===== src/rtl/bq_pkg.sv =====
`default_nettype none
package bq_pkg;

  // default field widths
  localparam int SAMPLE_W   = 16;
  localparam int COEF_W     = 20;
  localparam int DELAY_W    = 24;

  // fixed-point fraction bits: coefficients Q3.16, delays Q15.8
  localparam int COEF_FRAC  = 16;
  localparam int DELAY_FRAC = 8;
  localparam int ACC_FRAC   = COEF_FRAC + DELAY_FRAC;

  // configuration register indexes
  localparam int CFG_IDX_W = 3;
  localparam logic [CFG_IDX_W-1:0] REG_ENABLE = 3'd0;
  localparam logic [CFG_IDX_W-1:0] REG_B0     = 3'd1;
  localparam logic [CFG_IDX_W-1:0] REG_B1     = 3'd2;
  localparam logic [CFG_IDX_W-1:0] REG_B2     = 3'd3;
  localparam logic [CFG_IDX_W-1:0] REG_A1     = 3'd4;
  localparam logic [CFG_IDX_W-1:0] REG_A2     = 3'd5;

  // accumulator control from the sequencer
  typedef struct packed {
    logic load;
    logic add;
    logic sub;
  } mac_ctrl_t;

endpackage
`default_nettype wire


===== src/rtl/bq_if.sv =====
`default_nettype none
// input sample channel
interface bq_in_if #(parameter int SAMPLE_WIDTH = bq_pkg::SAMPLE_W);
  logic                           valid;
  logic                           ready;
  logic signed [SAMPLE_WIDTH-1:0] sample_in;
  modport source (output valid, output sample_in, input ready);
  modport sink   (input valid, input sample_in, output ready);
endinterface

// filtered sample channel
interface bq_out_if #(parameter int SAMPLE_WIDTH = bq_pkg::SAMPLE_W);
  logic                           valid;
  logic                           ready;
  logic signed [SAMPLE_WIDTH-1:0] sample_out;
  logic                           clipped;
  modport source (output valid, output sample_out, output clipped, input ready);
  modport sink   (input valid, input sample_out, input clipped, output ready);
endinterface
`default_nettype wire


===== src/rtl/bq_mac.sv =====
`default_nettype none
module bq_mac #(
  parameter int COEF_WIDTH  = bq_pkg::COEF_W,
  parameter int DELAY_WIDTH = bq_pkg::DELAY_W,
  parameter int ACC_WIDTH   = bq_pkg::COEF_W + bq_pkg::DELAY_W + 3
) (
  input  wire logic                          clk,
  input  wire bq_pkg::mac_ctrl_t             ctrl,
  input  wire logic signed [COEF_WIDTH-1:0]  coef,
  input  wire logic signed [DELAY_WIDTH-1:0] delay,
  input  wire logic signed [ACC_WIDTH-1:0]   init,
  output logic signed [ACC_WIDTH-1:0]        acc
);
  import bq_pkg::*;

  localparam int PROD_W = COEF_WIDTH + DELAY_WIDTH;

  logic signed [PROD_W-1:0]    prod_r;
  logic signed [ACC_WIDTH-1:0] prod_ext;
  logic signed [ACC_WIDTH-1:0] acc_r;
  logic signed [ACC_WIDTH-1:0] acc_nxt;

  // one product per cycle, registered before the accumulator
  always_ff @(posedge clk) begin
    prod_r <= coef * delay;
  end

  assign prod_ext = {{(ACC_WIDTH-PROD_W){prod_r[PROD_W-1]}}, prod_r};

  // accumulator: load, add or subtract the last product
  always_comb begin
    acc_nxt = acc_r;
    if (ctrl.load) begin
      acc_nxt = init;
    end else if (ctrl.add) begin
      acc_nxt = acc_r + prod_ext;
    end else if (ctrl.sub) begin
      acc_nxt = acc_r - prod_ext;
    end
  end

  always_ff @(posedge clk) begin
    acc_r <= acc_nxt;
  end

  assign acc = acc_r;

endmodule
`default_nettype wire


===== src/rtl/biquad_lowpass_filter.sv =====
// Biquad low-pass filter, direct form II, one shared multiplier.
// Input ready only while idle: a new word is taken once the last has left for the output
// register. A filtered word's five products go one by one through the single multiplier
// and its accumulator. Reset (rst_n low, synchronous) clears the config, the state, out
// valid and both delays, leaving the filter disabled (words pass straight through).
`default_nettype none
module biquad_lowpass_filter #(
  parameter int SAMPLE_WIDTH = bq_pkg::SAMPLE_W,
  parameter int COEF_WIDTH   = bq_pkg::COEF_W,
  parameter int DELAY_WIDTH  = bq_pkg::DELAY_W
) (
  input  wire logic                         clk,
  input  wire logic                         rst_n,
  bq_in_if.sink                             in_ch,
  bq_out_if.source                          out_ch,
  input  wire logic                         cfg_we,
  input  wire logic [bq_pkg::CFG_IDX_W-1:0] cfg_index,
  input  wire logic [COEF_WIDTH-1:0]        cfg_data
);
  import bq_pkg::*;

  localparam int WIDE_A  = SAMPLE_WIDTH + ACC_FRAC;
  localparam int WIDE_B  = COEF_WIDTH + DELAY_WIDTH;
  localparam int ACC_W   = ((WIDE_A > WIDE_B) ? WIDE_A : WIDE_B) + 3;
  localparam int WTOP_W  = ACC_W - COEF_FRAC - DELAY_WIDTH + 1;
  localparam int YTOP_W  = ACC_W - ACC_FRAC - SAMPLE_WIDTH + 1;

  // sequencer states
  localparam logic [3:0] ST_IDLE = 4'd0;
  localparam logic [3:0] ST_FB1  = 4'd1;
  localparam logic [3:0] ST_FB2  = 4'd2;
  localparam logic [3:0] ST_FB3  = 4'd3;
  localparam logic [3:0] ST_WSAT = 4'd4;
  localparam logic [3:0] ST_FF1  = 4'd5;
  localparam logic [3:0] ST_FF2  = 4'd6;
  localparam logic [3:0] ST_FF3  = 4'd7;
  localparam logic [3:0] ST_FF4  = 4'd8;
  localparam logic [3:0] ST_YSAT = 4'd9;
  localparam logic [3:0] ST_DONE = 4'd10;

  logic [3:0] state_r, state_nxt;

  logic                          enable_r;
  logic signed [COEF_WIDTH-1:0]  b0_r, b1_r, b2_r, a1_r, a2_r;
  logic signed [DELAY_WIDTH-1:0] d1_r, d2_r;
  logic signed [DELAY_WIDTH-1:0] w_r;
  logic signed [SAMPLE_WIDTH-1:0] y_r;
  logic                          clip_r;

  logic                          out_valid_r;
  logic signed [SAMPLE_WIDTH-1:0] out_sample_r;
  logic                          out_clip_r;

  logic                          in_acc;
  logic                          out_load;
  mac_ctrl_t                     mac_ctrl;
  logic signed [COEF_WIDTH-1:0]  mul_coef;
  logic signed [DELAY_WIDTH-1:0] mul_delay;
  logic signed [ACC_W-1:0]       mac_init;
  logic signed [ACC_W-1:0]       acc;

  logic [WTOP_W-1:0]             w_top;
  logic                          w_ovf;
  logic signed [DELAY_WIDTH-1:0] w_sat;
  logic [YTOP_W-1:0]             y_top;
  logic                          y_ovf;
  logic signed [SAMPLE_WIDTH-1:0] y_sat;

  // configuration registers
  always_ff @(posedge clk) begin
    if (!rst_n) begin
      enable_r <= 1'b0;
      b0_r     <= '0;
      b1_r     <= '0;
      b2_r     <= '0;
      a1_r     <= '0;
      a2_r     <= '0;
    end else if (cfg_we) begin
      case (cfg_index)
        REG_ENABLE: enable_r <= cfg_data[0];
        REG_B0:     b0_r     <= cfg_data;
        REG_B1:     b1_r     <= cfg_data;
        REG_B2:     b2_r     <= cfg_data;
        REG_A1:     a1_r     <= cfg_data;
        REG_A2:     a2_r     <= cfg_data;
        default: ;
      endcase
    end
  end

  assign in_ch.ready = (state_r == ST_IDLE);
  assign in_acc      = in_ch.valid && in_ch.ready;
  assign out_load    = (state_r == ST_DONE) && (!out_valid_r || out_ch.ready);

  // operand select and accumulator control per step
  always_comb begin
    mul_coef  = a1_r;
    mul_delay = d1_r;
    mac_ctrl  = '0;
    mac_init  = {{(ACC_W-SAMPLE_WIDTH-ACC_FRAC){in_ch.sample_in[SAMPLE_WIDTH-1]}},
                 in_ch.sample_in, {ACC_FRAC{1'b0}}} | (ACC_W'(1) << (COEF_FRAC - 1));
    case (state_r)
      ST_IDLE: mac_ctrl.load = in_acc && enable_r;
      ST_FB1: begin
        mul_coef  = a1_r;
        mul_delay = d1_r;
      end
      ST_FB2: begin
        mul_coef     = a2_r;
        mul_delay    = d2_r;
        mac_ctrl.sub = 1'b1;
      end
      ST_FB3:  mac_ctrl.sub = 1'b1;
      ST_WSAT: begin
        // start output sum with its rounding half
        mac_init      = ACC_W'(1) << (ACC_FRAC - 1);
        mac_ctrl.load = 1'b1;
      end
      ST_FF1: begin
        mul_coef  = b0_r;
        mul_delay = w_r;
      end
      ST_FF2: begin
        mul_coef     = b1_r;
        mul_delay    = d1_r;
        mac_ctrl.add = 1'b1;
      end
      ST_FF3: begin
        mul_coef     = b2_r;
        mul_delay    = d2_r;
        mac_ctrl.add = 1'b1;
      end
      ST_FF4:  mac_ctrl.add = 1'b1;
      default: ;
    endcase
  end

  bq_mac #(
    .COEF_WIDTH  (COEF_WIDTH),
    .DELAY_WIDTH (DELAY_WIDTH),
    .ACC_WIDTH   (ACC_W)
  ) u_mac (
    .clk   (clk),
    .ctrl  (mac_ctrl),
    .coef  (mul_coef),
    .delay (mul_delay),
    .init  (mac_init),
    .acc   (acc)
  );

  // round-and-saturate of w: bits above the delay range must match the sign
  assign w_top = acc[ACC_W-1 -: WTOP_W];
  assign w_ovf = !((&w_top) || !(|w_top));
  assign w_sat = w_ovf ? (acc[ACC_W-1] ? {1'b1, {(DELAY_WIDTH-1){1'b0}}}
                                       : {1'b0, {(DELAY_WIDTH-1){1'b1}}})
                       : acc[COEF_FRAC +: DELAY_WIDTH];

  // round-and-saturate of the output sample
  assign y_top = acc[ACC_W-1 -: YTOP_W];
  assign y_ovf = !((&y_top) || !(|y_top));
  assign y_sat = y_ovf ? (acc[ACC_W-1] ? {1'b1, {(SAMPLE_WIDTH-1){1'b0}}}
                                       : {1'b0, {(SAMPLE_WIDTH-1){1'b1}}})
                       : acc[ACC_FRAC +: SAMPLE_WIDTH];

  // step sequencer
  always_comb begin
    state_nxt = state_r;
    case (state_r)
      ST_IDLE: if (in_acc) begin
        state_nxt = enable_r ? ST_FB1 : ST_DONE;
      end
      ST_FB1:  state_nxt = ST_FB2;
      ST_FB2:  state_nxt = ST_FB3;
      ST_FB3:  state_nxt = ST_WSAT;
      ST_WSAT: state_nxt = ST_FF1;
      ST_FF1:  state_nxt = ST_FF2;
      ST_FF2:  state_nxt = ST_FF3;
      ST_FF3:  state_nxt = ST_FF4;
      ST_FF4:  state_nxt = ST_YSAT;
      ST_YSAT: state_nxt = ST_DONE;
      ST_DONE: if (out_load) begin
        state_nxt = ST_IDLE;
      end
      default: state_nxt = ST_IDLE;
    endcase
  end

  always_ff @(posedge clk) begin
    if (!rst_n) begin
      state_r <= ST_IDLE;
    end else begin
      state_r <= state_nxt;
    end
  end

  // delay line, only moved by a filtered word
  always_ff @(posedge clk) begin
    if (!rst_n) begin
      d1_r <= '0;
      d2_r <= '0;
    end else if (state_r == ST_YSAT) begin
      d2_r <= d1_r;
      d1_r <= w_r;
    end
  end

  // working values of the current word
  always_ff @(posedge clk) begin
    if (state_r == ST_IDLE && in_acc && !enable_r) begin
      y_r    <= in_ch.sample_in;
      clip_r <= 1'b0;
    end else if (state_r == ST_WSAT) begin
      w_r    <= w_sat;
      clip_r <= w_ovf;
    end else if (state_r == ST_YSAT) begin
      y_r    <= y_sat;
      clip_r <= clip_r | y_ovf;
    end
  end

  // output register
  always_ff @(posedge clk) begin
    if (!rst_n) begin
      out_valid_r <= 1'b0;
    end else if (out_load) begin
      out_valid_r <= 1'b1;
    end else if (out_ch.ready) begin
      out_valid_r <= 1'b0;
    end
  end

  always_ff @(posedge clk) begin
    if (out_load) begin
      out_sample_r <= y_r;
      out_clip_r   <= clip_r;
    end
  end

  assign out_ch.valid      = out_valid_r;
  assign out_ch.sample_out = out_sample_r;
  assign out_ch.clipped    = out_clip_r;

endmodule
`default_nettype wire

===== src/flat_wrapper.sv =====
// flat-port wrapper written by rule: the top's interface ports become plain ports
module biquad_lowpass_filter_flat import bq_pkg::*;
#(
  parameter int SAMPLE_WIDTH = bq_pkg::SAMPLE_W,
  parameter int COEF_WIDTH   = bq_pkg::COEF_W,
  parameter int DELAY_WIDTH  = bq_pkg::DELAY_W
)
  (clk, rst_n, cfg_we, cfg_index, cfg_data, in_ch_valid, in_ch_sample_in, in_ch_ready, out_ch_valid, out_ch_sample_out, out_ch_clipped, out_ch_ready);
  bq_in_if #(.SAMPLE_WIDTH(SAMPLE_WIDTH)) in_ch_i ();
  bq_out_if #(.SAMPLE_WIDTH(SAMPLE_WIDTH)) out_ch_i ();
  input  wire logic clk;
  input  wire logic rst_n;
  input  wire logic cfg_we;
  input  wire logic [bq_pkg::CFG_IDX_W-1:0] cfg_index;
  input  wire logic [COEF_WIDTH-1:0] cfg_data;
  input wire logic [$bits(in_ch_i.valid)-1:0] in_ch_valid;
  input wire logic [$bits(in_ch_i.sample_in)-1:0] in_ch_sample_in;
  output wire logic [$bits(in_ch_i.ready)-1:0] in_ch_ready;
  output wire logic [$bits(out_ch_i.valid)-1:0] out_ch_valid;
  output wire logic [$bits(out_ch_i.sample_out)-1:0] out_ch_sample_out;
  output wire logic [$bits(out_ch_i.clipped)-1:0] out_ch_clipped;
  input wire logic [$bits(out_ch_i.ready)-1:0] out_ch_ready;
  assign in_ch_i.valid = in_ch_valid;
  assign in_ch_i.sample_in = in_ch_sample_in;
  assign in_ch_ready = in_ch_i.ready;
  assign out_ch_valid = out_ch_i.valid;
  assign out_ch_sample_out = out_ch_i.sample_out;
  assign out_ch_clipped = out_ch_i.clipped;
  assign out_ch_i.ready = out_ch_ready;
  biquad_lowpass_filter #(.SAMPLE_WIDTH(SAMPLE_WIDTH), .COEF_WIDTH(COEF_WIDTH), .DELAY_WIDTH(DELAY_WIDTH)) u_core (.clk(clk), .rst_n(rst_n), .in_ch(in_ch_i), .out_ch(out_ch_i), .cfg_we(cfg_we), .cfg_index(cfg_index), .cfg_data(cfg_data));
endmodule

===== config.mk =====
export PLATFORM = sky130hd
export DESIGN_NAME = biquad_lowpass_filter_flat
export DESIGN_NICKNAME = d
export VERILOG_FILES = /design/src/rtl/bq_pkg.sv /design/src/rtl/bq_if.sv /design/src/rtl/bq_mac.sv /design/src/rtl/biquad_lowpass_filter.sv /design/src/flat_wrapper.sv
export SDC_FILE = /design/constraint.sdc
export NUM_CORES = 2
export LEC_CHECK = 0
export BUFFER_PORTS_ARGS = -buffer_cell sky130_fd_sc_hd__buf_2
export CAP_MARGIN = 30
export CORE_MARGIN = 3
export CORE_UTILIZATION = 30
export DETAILED_ROUTE_END_ITERATION = 7
export PLACE_DENSITY = 0.5
export REMOVE_ABC_BUFFERS = 1
export SLEW_MARGIN = 20
export SYNTH_ARGS = -nofsm -noshare
export SYNTH_HDL_FRONTEND = slang
export SYNTH_SLANG_ARGS = --single-unit

===== constraint.sdc =====
create_clock -name clk -period 19.2 [get_ports clk]
set_clock_uncertainty 0.15 [all_clocks]
set_input_delay 2.88 -clock clk [delete_from_list [all_inputs] [get_ports clk]]
set_output_delay 2.88 -clock clk [all_outputs]
set_load 0.1 [all_outputs]

==> flow_metrics.env <==
export IMPL_status="completed"
export IMPL_multi_input_area_sq_um=22890
export IMPL_path_class="flop to flop"
export IMPL_setup_ws_ns=9.206
export IMPL_place_ws_ns=9.337
export IMPL_start_kind="flop"
export IMPL_wl_per_cell_microns=19.70
export IMPL_area_delta_synth_final_pct=10.75
export IMPL_vias_per_cell=4.904
export IMPL_hold_slack_ns=0.2660
export IMPL_antenna_cells=0
export IMPL_drive_gt1_share_pct=8.150
export IMPL_period_share_pct=52.05
export IMPL_drtIter0Drc=1582
export IMPL_min_from="u_core.y_r[9]"
export IMPL_relSlewSlack_pct=31.49
export IMPL_ant_nets=0
export IMPL_htree_levels=2
export IMPL_layout_common_cells="nand2_1, inv_1, fa_1, nor2_1, dfxtp_1"
export IMPL_netlist_area_sq_um=32560
export IMPL_tightest_slew_ns=1.028
export IMPL_chipWidth_microns=335.4
export IMPL_hpwl_microns=76210
export IMPL_period_minus_slack_ns=9.994
export IMPL_dr_pass1_iters=5
export IMPL_yosys_area_top_type="fa_1"
export IMPL_cts_sinks=303
export IMPL_hold_depth=0
export IMPL_clkTransAtPathRegs_ns=0.06
export IMPL_synth_cells=3600
export IMPL_dp_cells=4959
export IMPL_nNetsFinal=4301
export IMPL_ys_types=78
export IMPL_finalWirelength_microns=99190
export IMPL_die_h_microns=335.4
export IMPL_cts_buffers=39
export IMPL_synth_top_area_share_pct=30.32
export IMPL_die_area_sq_um=112500
export IMPL_via_count=24690
export IMPL_grt_remaining_overflow=0
export IMPL_grt_pass1_vias=26060
export IMPL_end_kind="flop"
export IMPL_num_io_pins=63
export IMPL_worstPathArrival_ns=10.34
export IMPL_ff_latch_area_sq_um=7108
export IMPL_yosysWarnings=0
export IMPL_fill_cells=11090
export IMPL_gp_congestion=0.8781
export IMPL_track_usage_pct=18.05
export IMPL_clock_fmax_ghz=0.1001
export IMPL_rows=120
export IMPL_r2r_start="u_core.state_r[3]"
export IMPL_maxCapViolCount=0
export IMPL_final_cells=5035
export IMPL_yosysSeqAreaShare_pct=21.83
export IMPL_ys_seq_elements=303
export IMPL_grt_pass1_wl_microns=156100
export IMPL_ys_async_sr_fraction_pct=0
export IMPL_clk_latency_ns=0.60
export IMPL_slowest_stage="a221oi_2"
export IMPL_holdPathEnd="u_core.out_ch.sample_out[9]"
export IMPL_synth_ff_type="dfxtp_1"
export IMPL_antenna_found_initial=1
export IMPL_clockBufferDepth=3
export IMPL_avgSynthCellArea_sq_um=9.043
export IMPL_leakage_nw=15.99
export IMPL_clock_root_buffer="clkbuf_16"
export IMPL_holdCritPathClass="flop to flop"
export IMPL_ir_drop_v=0.0001129
export IMPL_finalSetupViolCount=0
export IMPL_core_area_sq_um=107400
export IMPL_drc_errors=0
export IMPL_synth_area_top_cells="fa_1, dfxtp_1, edfxtp_1"
export IMPL_cts_resized=0
export IMPL_cts_setup_buffers=0
export IMPL_cpPeakStageDelay_ns=0.91
export IMPL_final_common_cell="nand2_1"
export IMPL_synth_edff_count=104
export IMPL_crit_required_ns=19.54
export IMPL_reg2reg_depth=28
export IMPL_crit_top_cell="fa_1"
export IMPL_rsz0062_at_grt="false"
export IMPL_utilization_pct=33.59
export IMPL_hold_violations=0
export IMPL_cellPowerDensity_nw_per_um2=97.91
export IMPL_grt_max_degree=92
export IMPL_finalMaxSlewViolations=0
export IMPL_crit_family="adder cells"
export IMPL_reg2reg_to="u_core.u_mac.prod_r[25]"
export IMPL_worstPathMaxFanout=48
export IMPL_tns_ns=0
export IMPL_hold_buffers=0
export IMPL_cts_tree="yes"
export IMPL_start_util_pct=30.33
export IMPL_crit_buf_inv=6
export IMPL_r2r_slack_ns=9.21
export IMPL_io_buffers=62
cell usage after synthesis, drive strengths merged, types with 46 or more instances:
cell,n
nand2,583
inv,549
fa,493
nor2,335
dfxtp,199
ha,162
clkbuf,157
a21boi,154
edfxtp,104
o21ai,94
a21oi,89
xnor2,86
a21o,68
and2,46
metal layers:
| layer | share of wire [%] | up-vias | global-route usage [%] |
|---|---|---|---|
| li1 | - | 11530 | - |
| met1 | 43 | 12470 | 23.31 |
| met2 | 48 | 544 | 30.85 |
| met3 | 4.8 | 152 | 2.655 |
| met4 | 3.5 | 0 | 6.110 |
| met5 | 0 | - | 0 |
report_power, final:
group	internal, W	leakage [nW]	switching, W
Sequential	0.000876	2.58	0.0000711
Clock	0.000463	0.668	0.000317
Combinational	0.000683	12.7	0.00112
Total	0.00202	16.0	0.00151
how the worst max path moves through the flow:
stage / from / end / cells after the start
floorplan: u_core.state_r[1] / u_core.u_mac.prod_r[25] / 26
global placement: u_core.state_r[3] / u_core.u_mac.prod_r[25] / 28
detailed placement: u_core.state_r[3] / u_core.u_mac.prod_r[25] / 28
CTS: u_core.state_r[3] / u_core.u_mac.prod_r[25] / 28
global route: u_core.state_r[3] / u_core.u_mac.prod_r[25] / 28
finish: u_core.state_r[3] / u_core.u_mac.prod_r[25] / 28
worst register-to-register path: cells and delay by family, from the launching register on:
family,cells,cell delay [ns]
fa+ha+maj,8,3.88
simple gates,5,1.53
flops,1,0.55
compound gates,9,2.76
buf+inv,6,1.07
metrics by stage:
stage	total power (W)	area (sq um)
final	0.003530	36050
after global routing	0.003777	36050
after CTS	0.003554	35970
after detailed placement	0.002749	34610
after global placement	0.002747	34550
after floorplan	0.002251	31910
cell type report:
| class | instances | share of cell area, % |
|---|---|---|
| multi-input combinational | 2580 | 63.48 |
| sequential | 303 | 19.71 |
| clock buffer | 53 | 3.151 |
| clock inverter | 18 | 0.6351 |
| tap | 1403 | 4.869 |
| inverter | 549 | 5.716 |
| timing repair buffer | 129 | 2.433 |
cells by family (layout without fill, tap and decap cells):
kind of cell	count (synthesis)	after routing	synth area share, %
compound gates	611	611	13.37
xor+xnor	125	125	3.386
mux	41	41	1.364
flops	303	303	21.83
buf+inv	717	749	8.309
fa+ha+maj	655	655	36.54
simple gates	1148	1148	15.20
state kept, by name, summed over array words and instances, names as in the netlist, 4 cells and up:
register	flops
u_core.a1_r	20
u_core.a2_r	20
u_core.b0_r	20
u_core.b1_r	20
u_core.b2_r	20
u_core.d1_r	24
u_core.d2_r	24
u_core.out_ch.sample_out	16
u_core.state_r	4
u_core.u_mac.acc	47
u_core.u_mac.prod_r	44
u_core.w_r	24
u_core.y_r	16
Power figures use the tool's default switching activity.
